===== src/rtl/core/scn_pkg.sv =====
// Shared types and constants of the step counter normaliser core.
`timescale 1ns / 1ps
`default_nettype none

package scn_pkg;

  localparam int unsigned CFG_ADDR_W = 6;
  localparam int unsigned CFG_DATA_W = 64;
  localparam int unsigned IN_DATA_W  = 128;
  localparam int unsigned IN_USER_W  = 5;
  localparam int unsigned OUT_DATA_W = 128;
  localparam int unsigned OUT_USER_W = 13;

  localparam logic [2:0] SOURCE_COUNT = 3'd3;

  localparam logic [2:0] REG_COUNTER_IS_WIDE = 3'd0;
  localparam logic [2:0] REG_MAX_JUMP        = 3'd1;
  localparam logic [2:0] REG_MAX_GAP_MS      = 3'd2;
  localparam logic [2:0] REG_WRAP_HIGH       = 3'd3;
  localparam logic [2:0] REG_WRAP_LOW        = 3'd4;

  localparam logic [63:0] RST_MAX_JUMP   = 64'd10000;
  localparam logic [63:0] RST_MAX_GAP_MS = 64'd60000;
  localparam logic [63:0] RST_WRAP_HIGH  = 64'd4026531840;
  localparam logic [63:0] RST_WRAP_LOW   = 64'd268435455;

  typedef enum logic [1:0] {
    ST_OK         = 2'd0,
    ST_INVALID    = 2'd1,
    ST_TIME_REGR  = 2'd2,
    ST_OVERFLOW   = 2'd3
  } status_t;

  typedef enum logic [3:0] {
    RSN_NONE        = 4'd0,
    RSN_STALE       = 4'd1,
    RSN_UNAVAILABLE = 4'd2,
    RSN_BASELINE    = 4'd3,
    RSN_SOURCE      = 4'd4,
    RSN_GAP         = 4'd5,
    RSN_JUMP        = 4'd6,
    RSN_WRAP        = 4'd7,
    RSN_RESET       = 4'd8,
    RSN_DELTA       = 4'd9
  } reason_t;

  // Packed from the top down, so accepted lands in bit 0.
  typedef struct packed {
    logic wrapped;
    logic source_changed;
    logic unavailable;
    logic stale;
    logic discontinuity;
    logic rebased;
    logic accepted;
  } flags_t;

endpackage

`default_nettype wire


===== src/rtl/core/step_counter_normalizer_core.sv =====
// Step counter normaliser: turns raw counter samples into a 64-bit step total.
//
//  channel  direction  handshake          payload
//  in_      slave      tvalid / tready    tdata: raw_count, time_ms
//                                         tuser: sample_source, available, fresh
//  out_     master     tvalid / tready    tdata: step_delta, step_total
//                                         tuser: status, reason, flags
//  cfg_     APB slave  psel / penable     64-bit registers at byte address 8*i
//
// A sample is registered on acceptance and its result is registered in the
// output register, and a sample can be taken every cycle unless out_tready stalls.
// The running state is updated at the same edge as the result register, so
// the next sample always sees the state left by the one before it.
// Reset is synchronous and active low; it clears state and loads configuration defaults.
// When the result register is held by out_tready low, the input register
// holds too and in_tready falls once both are full.
`timescale 1ns / 1ps
`default_nettype none

module step_counter_normalizer_core (
  input  wire                              clk,
  input  wire                              rst_n,
  input  wire                              in_tvalid,
  output logic                             in_tready,
  // [63:0] raw_count, [127:64] time_ms
  input  wire  [scn_pkg::IN_DATA_W-1:0]    in_tdata,
  // [2:0] sample_source, [3] available, [4] fresh
  input  wire  [scn_pkg::IN_USER_W-1:0]    in_tuser,
  output logic                             out_tvalid,
  input  wire                              out_tready,
  // [63:0] step_delta, [127:64] step_total
  output logic [scn_pkg::OUT_DATA_W-1:0]   out_tdata,
  // [1:0] status, [5:2] reason, [6] accepted, [7] rebased, [8] discontinuity,
  // [9] stale, [10] unavailable, [11] source changed, [12] wrapped
  output logic [scn_pkg::OUT_USER_W-1:0]   out_tuser,
  input  wire                              cfg_psel,
  input  wire                              cfg_penable,
  input  wire                              cfg_pwrite,
  input  wire  [scn_pkg::CFG_ADDR_W-1:0]   cfg_paddr,
  input  wire  [scn_pkg::CFG_DATA_W-1:0]   cfg_pwdata,
  output logic [scn_pkg::CFG_DATA_W-1:0]   cfg_prdata,
  output logic                             cfg_pready
);

  import scn_pkg::*;

  logic        wide_r;
  logic [63:0] max_jump_r;
  logic [63:0] max_gap_r;
  logic [63:0] wrap_high_r;
  logic [63:0] wrap_low_r;

  logic [63:0] running_total_r;
  logic [63:0] base_count_r;
  logic [2:0]  base_source_r;
  logic        base_valid_r;
  logic        time_valid_r;
  logic [63:0] last_time_r;

  logic                  s1_valid_r;
  logic [IN_DATA_W-1:0]  s1_data_r;
  logic [IN_USER_W-1:0]  s1_user_r;
  logic                  out_valid_r;
  logic [OUT_DATA_W-1:0] out_data_r;
  logic [OUT_USER_W-1:0] out_user_r;

  logic        cfg_wr;
  logic [2:0]  cfg_idx;
  logic        out_free;
  logic        s1_fire;
  logic        in_fire;

  logic [2:0]  src;
  logic [63:0] raw;
  logic [63:0] t;
  logic        avail;
  logic        fresh;

  logic        bad_sample;
  logic        time_regr;
  logic [64:0] cnt_diff;
  logic        raw_ge_base;
  logic [63:0] wrap_delta;
  logic [63:0] sel_delta;
  logic [64:0] sum;
  logic [63:0] gap;
  logic        wrap_ok;

  status_t     status;
  reason_t     reason;
  flags_t      flags;
  logic [63:0] delta_out;
  logic        upd_time;
  logic [63:0] total_nxt;
  logic [63:0] base_count_nxt;
  logic [2:0]  base_source_nxt;
  logic        base_valid_nxt;

  assign cfg_pready = 1'b1;
  assign cfg_wr     = cfg_psel && cfg_penable && cfg_pwrite && cfg_pready;
  assign cfg_idx    = cfg_paddr[CFG_ADDR_W-1:3];

  always_comb begin
    case (cfg_idx)
      REG_COUNTER_IS_WIDE: cfg_prdata = {63'd0, wide_r};
      REG_MAX_JUMP:        cfg_prdata = max_jump_r;
      REG_MAX_GAP_MS:      cfg_prdata = max_gap_r;
      REG_WRAP_HIGH:       cfg_prdata = wrap_high_r;
      REG_WRAP_LOW:        cfg_prdata = wrap_low_r;
      default:             cfg_prdata = '0;
    endcase
  end

  always_ff @(posedge clk) begin
    if (!rst_n) begin
      wide_r      <= 1'b0;
      max_jump_r  <= RST_MAX_JUMP;
      max_gap_r   <= RST_MAX_GAP_MS;
      wrap_high_r <= RST_WRAP_HIGH;
      wrap_low_r  <= RST_WRAP_LOW;
    end else if (cfg_wr) begin
      case (cfg_idx)
        REG_COUNTER_IS_WIDE: wide_r      <= cfg_pwdata[0];
        REG_MAX_JUMP:        max_jump_r  <= cfg_pwdata;
        REG_MAX_GAP_MS:      max_gap_r   <= cfg_pwdata;
        REG_WRAP_HIGH:       wrap_high_r <= cfg_pwdata;
        REG_WRAP_LOW:        wrap_low_r  <= cfg_pwdata;
        default:             ;
      endcase
    end
  end

  assign out_free  = !out_valid_r || out_tready;
  assign s1_fire   = s1_valid_r && out_free;
  assign in_tready = !s1_valid_r || out_free;
  assign in_fire   = in_tvalid && in_tready;

  always_ff @(posedge clk) begin
    if (!rst_n) begin
      s1_valid_r <= 1'b0;
    end else if (in_tready) begin
      s1_valid_r <= in_tvalid;
    end
  end

  always_ff @(posedge clk) begin
    if (in_fire) begin
      s1_data_r <= in_tdata;
      s1_user_r <= in_tuser;
    end
  end

  assign raw   = s1_data_r[63:0];
  assign t     = s1_data_r[127:64];
  assign src   = s1_user_r[2:0];
  assign avail = s1_user_r[3];
  assign fresh = s1_user_r[4];

  assign bad_sample  = (src == 3'd0) || (src >= SOURCE_COUNT) ||
                       (!wide_r && (raw[63:32] != 32'd0));
  assign time_regr   = time_valid_r && (t < last_time_r);
  assign cnt_diff    = {1'b0, raw} - {1'b0, base_count_r};
  assign raw_ge_base = !cnt_diff[64];
  // A narrow counter wraps at 2^32; a wide one wraps modulo 2^64.
  assign wrap_delta  = cnt_diff[63:0] + {31'd0, !wide_r, 32'd0};
  assign sel_delta   = raw_ge_base ? cnt_diff[63:0] : wrap_delta;
  assign sum         = {1'b0, running_total_r} + {1'b0, sel_delta};
  assign gap         = t - last_time_r;
  assign wrap_ok     = (base_count_r >= wrap_high_r) && (raw <= wrap_low_r) &&
                       (wrap_delta <= max_jump_r);

  always_comb begin
    status          = ST_OK;
    reason          = RSN_NONE;
    flags           = '0;
    delta_out       = '0;
    upd_time        = 1'b0;
    total_nxt       = running_total_r;
    base_count_nxt  = base_count_r;
    base_source_nxt = base_source_r;
    base_valid_nxt  = base_valid_r;
    if (bad_sample) begin
      status = ST_INVALID;
    end else if (time_regr) begin
      status = ST_TIME_REGR;
    end else if (!avail || !fresh) begin
      upd_time            = 1'b1;
      base_valid_nxt      = 1'b0;
      flags.rebased       = 1'b1;
      flags.discontinuity = 1'b1;
      if (avail) begin
        reason      = RSN_STALE;
        flags.stale = 1'b1;
      end else begin
        reason            = RSN_UNAVAILABLE;
        flags.unavailable = 1'b1;
      end
    end else if (!base_valid_r) begin
      upd_time        = 1'b1;
      base_valid_nxt  = 1'b1;
      base_count_nxt  = raw;
      base_source_nxt = src;
      reason          = RSN_BASELINE;
      flags.accepted  = 1'b1;
      flags.rebased   = 1'b1;
    end else if (src != base_source_r) begin
      upd_time             = 1'b1;
      base_count_nxt       = raw;
      base_source_nxt      = src;
      reason               = RSN_SOURCE;
      flags.accepted       = 1'b1;
      flags.rebased        = 1'b1;
      flags.discontinuity  = 1'b1;
      flags.source_changed = 1'b1;
    end else if (gap > max_gap_r) begin
      upd_time            = 1'b1;
      base_count_nxt      = raw;
      reason              = RSN_GAP;
      flags.accepted      = 1'b1;
      flags.rebased       = 1'b1;
      flags.discontinuity = 1'b1;
    end else if (raw_ge_base) begin
      if (cnt_diff[63:0] > max_jump_r) begin
        upd_time            = 1'b1;
        base_count_nxt      = raw;
        reason              = RSN_JUMP;
        flags.accepted      = 1'b1;
        flags.rebased       = 1'b1;
        flags.discontinuity = 1'b1;
      end else if (sum[64]) begin
        status = ST_OVERFLOW;
      end else begin
        upd_time       = 1'b1;
        total_nxt      = sum[63:0];
        base_count_nxt = raw;
        delta_out      = sel_delta;
        reason         = RSN_DELTA;
        flags.accepted = 1'b1;
      end
    end else if (wrap_ok) begin
      if (sum[64]) begin
        status = ST_OVERFLOW;
      end else begin
        upd_time       = 1'b1;
        total_nxt      = sum[63:0];
        base_count_nxt = raw;
        delta_out      = sel_delta;
        reason         = RSN_WRAP;
        flags.accepted = 1'b1;
        flags.wrapped  = 1'b1;
      end
    end else begin
      upd_time            = 1'b1;
      base_count_nxt      = raw;
      reason              = RSN_RESET;
      flags.accepted      = 1'b1;
      flags.rebased       = 1'b1;
      flags.discontinuity = 1'b1;
    end
  end

  always_ff @(posedge clk) begin
    if (!rst_n) begin
      running_total_r <= '0;
      base_count_r    <= '0;
      base_source_r   <= '0;
      base_valid_r    <= 1'b0;
      time_valid_r    <= 1'b0;
      last_time_r     <= '0;
    end else if (s1_fire) begin
      running_total_r <= total_nxt;
      base_count_r    <= base_count_nxt;
      base_source_r   <= base_source_nxt;
      base_valid_r    <= base_valid_nxt;
      if (upd_time) begin
        time_valid_r <= 1'b1;
        last_time_r  <= t;
      end
    end
  end

  always_ff @(posedge clk) begin
    if (!rst_n) begin
      out_valid_r <= 1'b0;
    end else if (out_free) begin
      out_valid_r <= s1_valid_r;
    end
  end

  always_ff @(posedge clk) begin
    if (s1_fire) begin
      out_data_r <= {total_nxt, delta_out};
      out_user_r <= {flags, reason, status};
    end
  end

  assign out_tvalid = out_valid_r;
  assign out_tdata  = out_data_r;
  assign out_tuser  = out_user_r;

endmodule

`default_nettype wire


===== config.mk =====
export PLATFORM = sky130hd
export DESIGN_NAME = step_counter_normalizer_core
export DESIGN_NICKNAME = d
export VERILOG_FILES = /design/src/rtl/core/scn_pkg.sv /design/src/rtl/core/step_counter_normalizer_core.sv
export SDC_FILE = /design/constraint.sdc
export NUM_CORES = 2
export LEC_CHECK = 0
export BUFFER_PORTS_ARGS = -buffer_cell sky130_fd_sc_hd__buf_4
export CAP_MARGIN = 20
export CELL_PAD_IN_SITES_DETAIL_PLACEMENT = 1
export CELL_PAD_IN_SITES_GLOBAL_PLACEMENT = 2
export CORE_UTILIZATION = 33
export CTS_CLUSTER_DIAMETER = 50
export DETAILED_ROUTE_END_ITERATION = 6
export PLACE_DENSITY = 0.77
export SETUP_SLACK_MARGIN = 0.1
export SLEW_MARGIN = 20
export SYNTH_ARGS = -nofsm -noshare
export SYNTH_HDL_FRONTEND = slang
export SYNTH_SLANG_ARGS = --single-unit

===== constraint.sdc =====
create_clock -name clk -period 7.6 [get_ports clk]
set_input_delay 1.14 -clock clk [delete_from_list [all_inputs] [get_ports clk]]
set_output_delay 1.14 -clock clk [all_outputs]
set_load 0.03 [all_outputs]

==> results.tsv <==
metric	value	unit
TritonCTS Buffers	105	
P per Cell Area	172.6	mW/mm²
slowest stage delay, CP	540	ps
#FFs+latches synth	730	
setup TNS	-25710	ps
worst slew pin tran	2174	ps
Worst setup SP type	flip-flop	
post-synthesis net count	6373	
status	finished, violations left	
Final period util	103.1	%
post-DR vias/cell	5.440	
hpwl dp	149.9	mm
worst hold path type	flip-flop to flip-flop	
fillcell total	16323	
Initial Util	33.43	%
first-pass GRT wire length	290.5	mm
top cell family by delay on the critical path	simple AND/OR/NAND/NOR gates	
CP Class	flip-flop to flip-flop	
fmax	127.6	MHz
Post-Syn Area per Cell	8.366	µm²
Yosys warning count	0	
Final nets	7331	
Area Overhead vs Synth	37.15	%
residual DRC count	0	
CP Capture Type	flip-flop	
Synth cell types	102	
core area	0.1421	mm²
area of the multi-input gates	0.02998	mm²
violated checks	max-capacitance violations, max-slew violations, negative setup slack	
final setup fails	223	
maxcap violations	1	
critical path's slowest cell	or4b_4	
final core occ	45.85	%
DR WL/cell	23.99	µm
total power	11.24	mW
row cnt	138	
Bufs and invs on worst path	7	
hold slack	453.5	ps
EDFF count, synth	274	
Syn Inst Count	5678	
final hold vios	0	
placed insts	8293	
routed via count	46932	
fraction of registers with async set/reset	0	%
TritonCTS Sinks	730	
Die Footprint	0.1455	mm²
gr usage total	25.98	%
Layout Cells excl Fill	8627	
clock-pin slew of the registers on the worst-case setup and hold paths	60	ps
maximum VDD drop	0.1854	mV
Clock Path Buffers	3	
unrepaired setup endpoints after global routing	yes	
clock skew after layout	66.22	ps
root buf cell	clkbuf_16	
vias in the first global route	46763	
num ports	418	
minimum clock period	7834	ps
share of cells above drive strength 1	27.60	%
Starting DRT DRC Count	3052	
crit path max fanout	31	
Worst slew margin	-46.25	%
Detail Route Antenna Nets	0	
Area after DPL	0.05680	mm²
Die W	381.4	µm
H-tree depth	3	
CTS tree	yes	
initial antenna violation count	23	
Clock Latency Late Sink	760	ps
largest net degree at the start of global routing	169	
cell area after layout	0.06515	mm²
final worst-path setup slack	-234.5	ps
CP required	8190	ps
Remaining Overflow, GRT	0	
Placement Setup Slack	-638.3	ps
register area share after synthesis	36.54	%
max-slew violations	6	
Sequential Area	0.01736	mm²
RePlAce Congestion	0.9155	
DRT Pass-1 Iters	5	
hold-fix buffers at CTS	0	
synthesized cell area	0.04750	mm²
Arr. time, crit path	8420	ps
Port Buffer Count	413	
Die H	381.4	µm
Main synth FF type	dfxtp_1	
Pleak	25.81	nW
routed wire length	207.0	mm
## final timing paths
kind | start | to | slack [ps] | cells past startpoint
worst min register to register | base_source_r[2]$_SDFFE_PN0P_ | base_source_r[2]$_SDFFE_PN0P_ | 450 | 2
worst max register to register | s1_data_r[0]$_DFFE_PP_ | base_count_r[17]$_SDFFE_PN0P_ | -230 | 39
worst min-delay path | base_source_r[2]$_SDFFE_PN0P_ | base_source_r[2]$_SDFFE_PN0P_ | 450 | 2
worst max-delay path | s1_data_r[0]$_DFFE_PP_ | base_count_r[17]$_SDFFE_PN0P_ | -230 | 39
## area by class of cell
| type | count | share of cell area, % |
|---|---|---|
| antenna | 9 | 0.03457 |
| clock buffer | 131 | 4.321 |
| clock inverter | 68 | 1.148 |
| inverter | 456 | 2.652 |
| multi-input combinational | 4200 | 46.02 |
| sequential | 730 | 26.64 |
| tap | 1890 | 3.630 |
| timing repair buffer | 1143 | 15.55 |
## cell usage in the layout, fill, tap and decap left out, types with 115 or more instances in the layout
cell type  count
a21o_1       118
nand3_1      162
nand4_1      115
inv_1        451
a22oi_1      131
buf_4       1011
clkbuf_16    138
dfxtp_1      456
nand2_1      804
edfxtp_1     274
xnor2_1      133
a21oi_1      523
ha_1         476
nor2_1       214
o21ai_0      163
## report_power, final
group,internal (mW),switching (mW)
Combinational,0.814,1.23
Sequential,4.14,0.0716
Clock,2.87,2.11
## worst reg2reg max path, delay by kind of cell, from the launching register on
family	cells	cell delay (ps)
buffers and inverters	7	1100
muxes	1	380
AOI/OAI and AO/OA	13	2010
and+or+nand+nor	11	2230
adders and majority gates	5	1160
DFF	1	380
xor gates and xnor gates	2	410
## logic make-up (layout without fill, tap and decap cells)
kind of cell	after synthesis	count (layout)	share of synthesized area, %
flip-flops	730	730	36.54
adder cells (fa/ha/maj)	485	485	12.82
multiplexers	46	46	1.027
other	1	10	0.007894
XOR/XNOR	225	225	4.164
AO/OA/AOI/OAI	1598	1600	21.46
AND/OR/NAND/NOR	1843	1843	17.90
buffers and inverters	750	1798	6.079
## cell usage after synthesis, drive strengths merged, types with 64 or more instances
library cell,count,area share [%]
ha,482,13
a22oi,133,2.1
dfxtp,456,19
nor2,225,1.8
edfxtp,274,17
xnor2,139,2.6
inv,455,3.6
nand4,117,1.6
nand3,247,2.6
nand2,893,7.1
a21o,118,1.9
o31ai,142,2.3
nor2b,68,0.90
a21oi,603,6.5
xor2,86,1.6
o211ai,64,1.0
o21ai,242,2.6
clkbuf,232,1.8
## routing by layer
metal	wire length, µm	up-vias	track usage (%)
met4	6629	24	8.932
li1	-	22339	-
met3	10390	302	3.801
met5	172	-	0
met1	96390	23099	36.35
met2	93370	1168	40.56
## what timing repair did
item	in CTS	in global routing
pin swaps	45	85
setup buffers	23	45
gates resized for setup	180	536
setup endpoints to repair	324	330
cloned	17	49
Note: power is estimated with default switching activity, not from simulation.
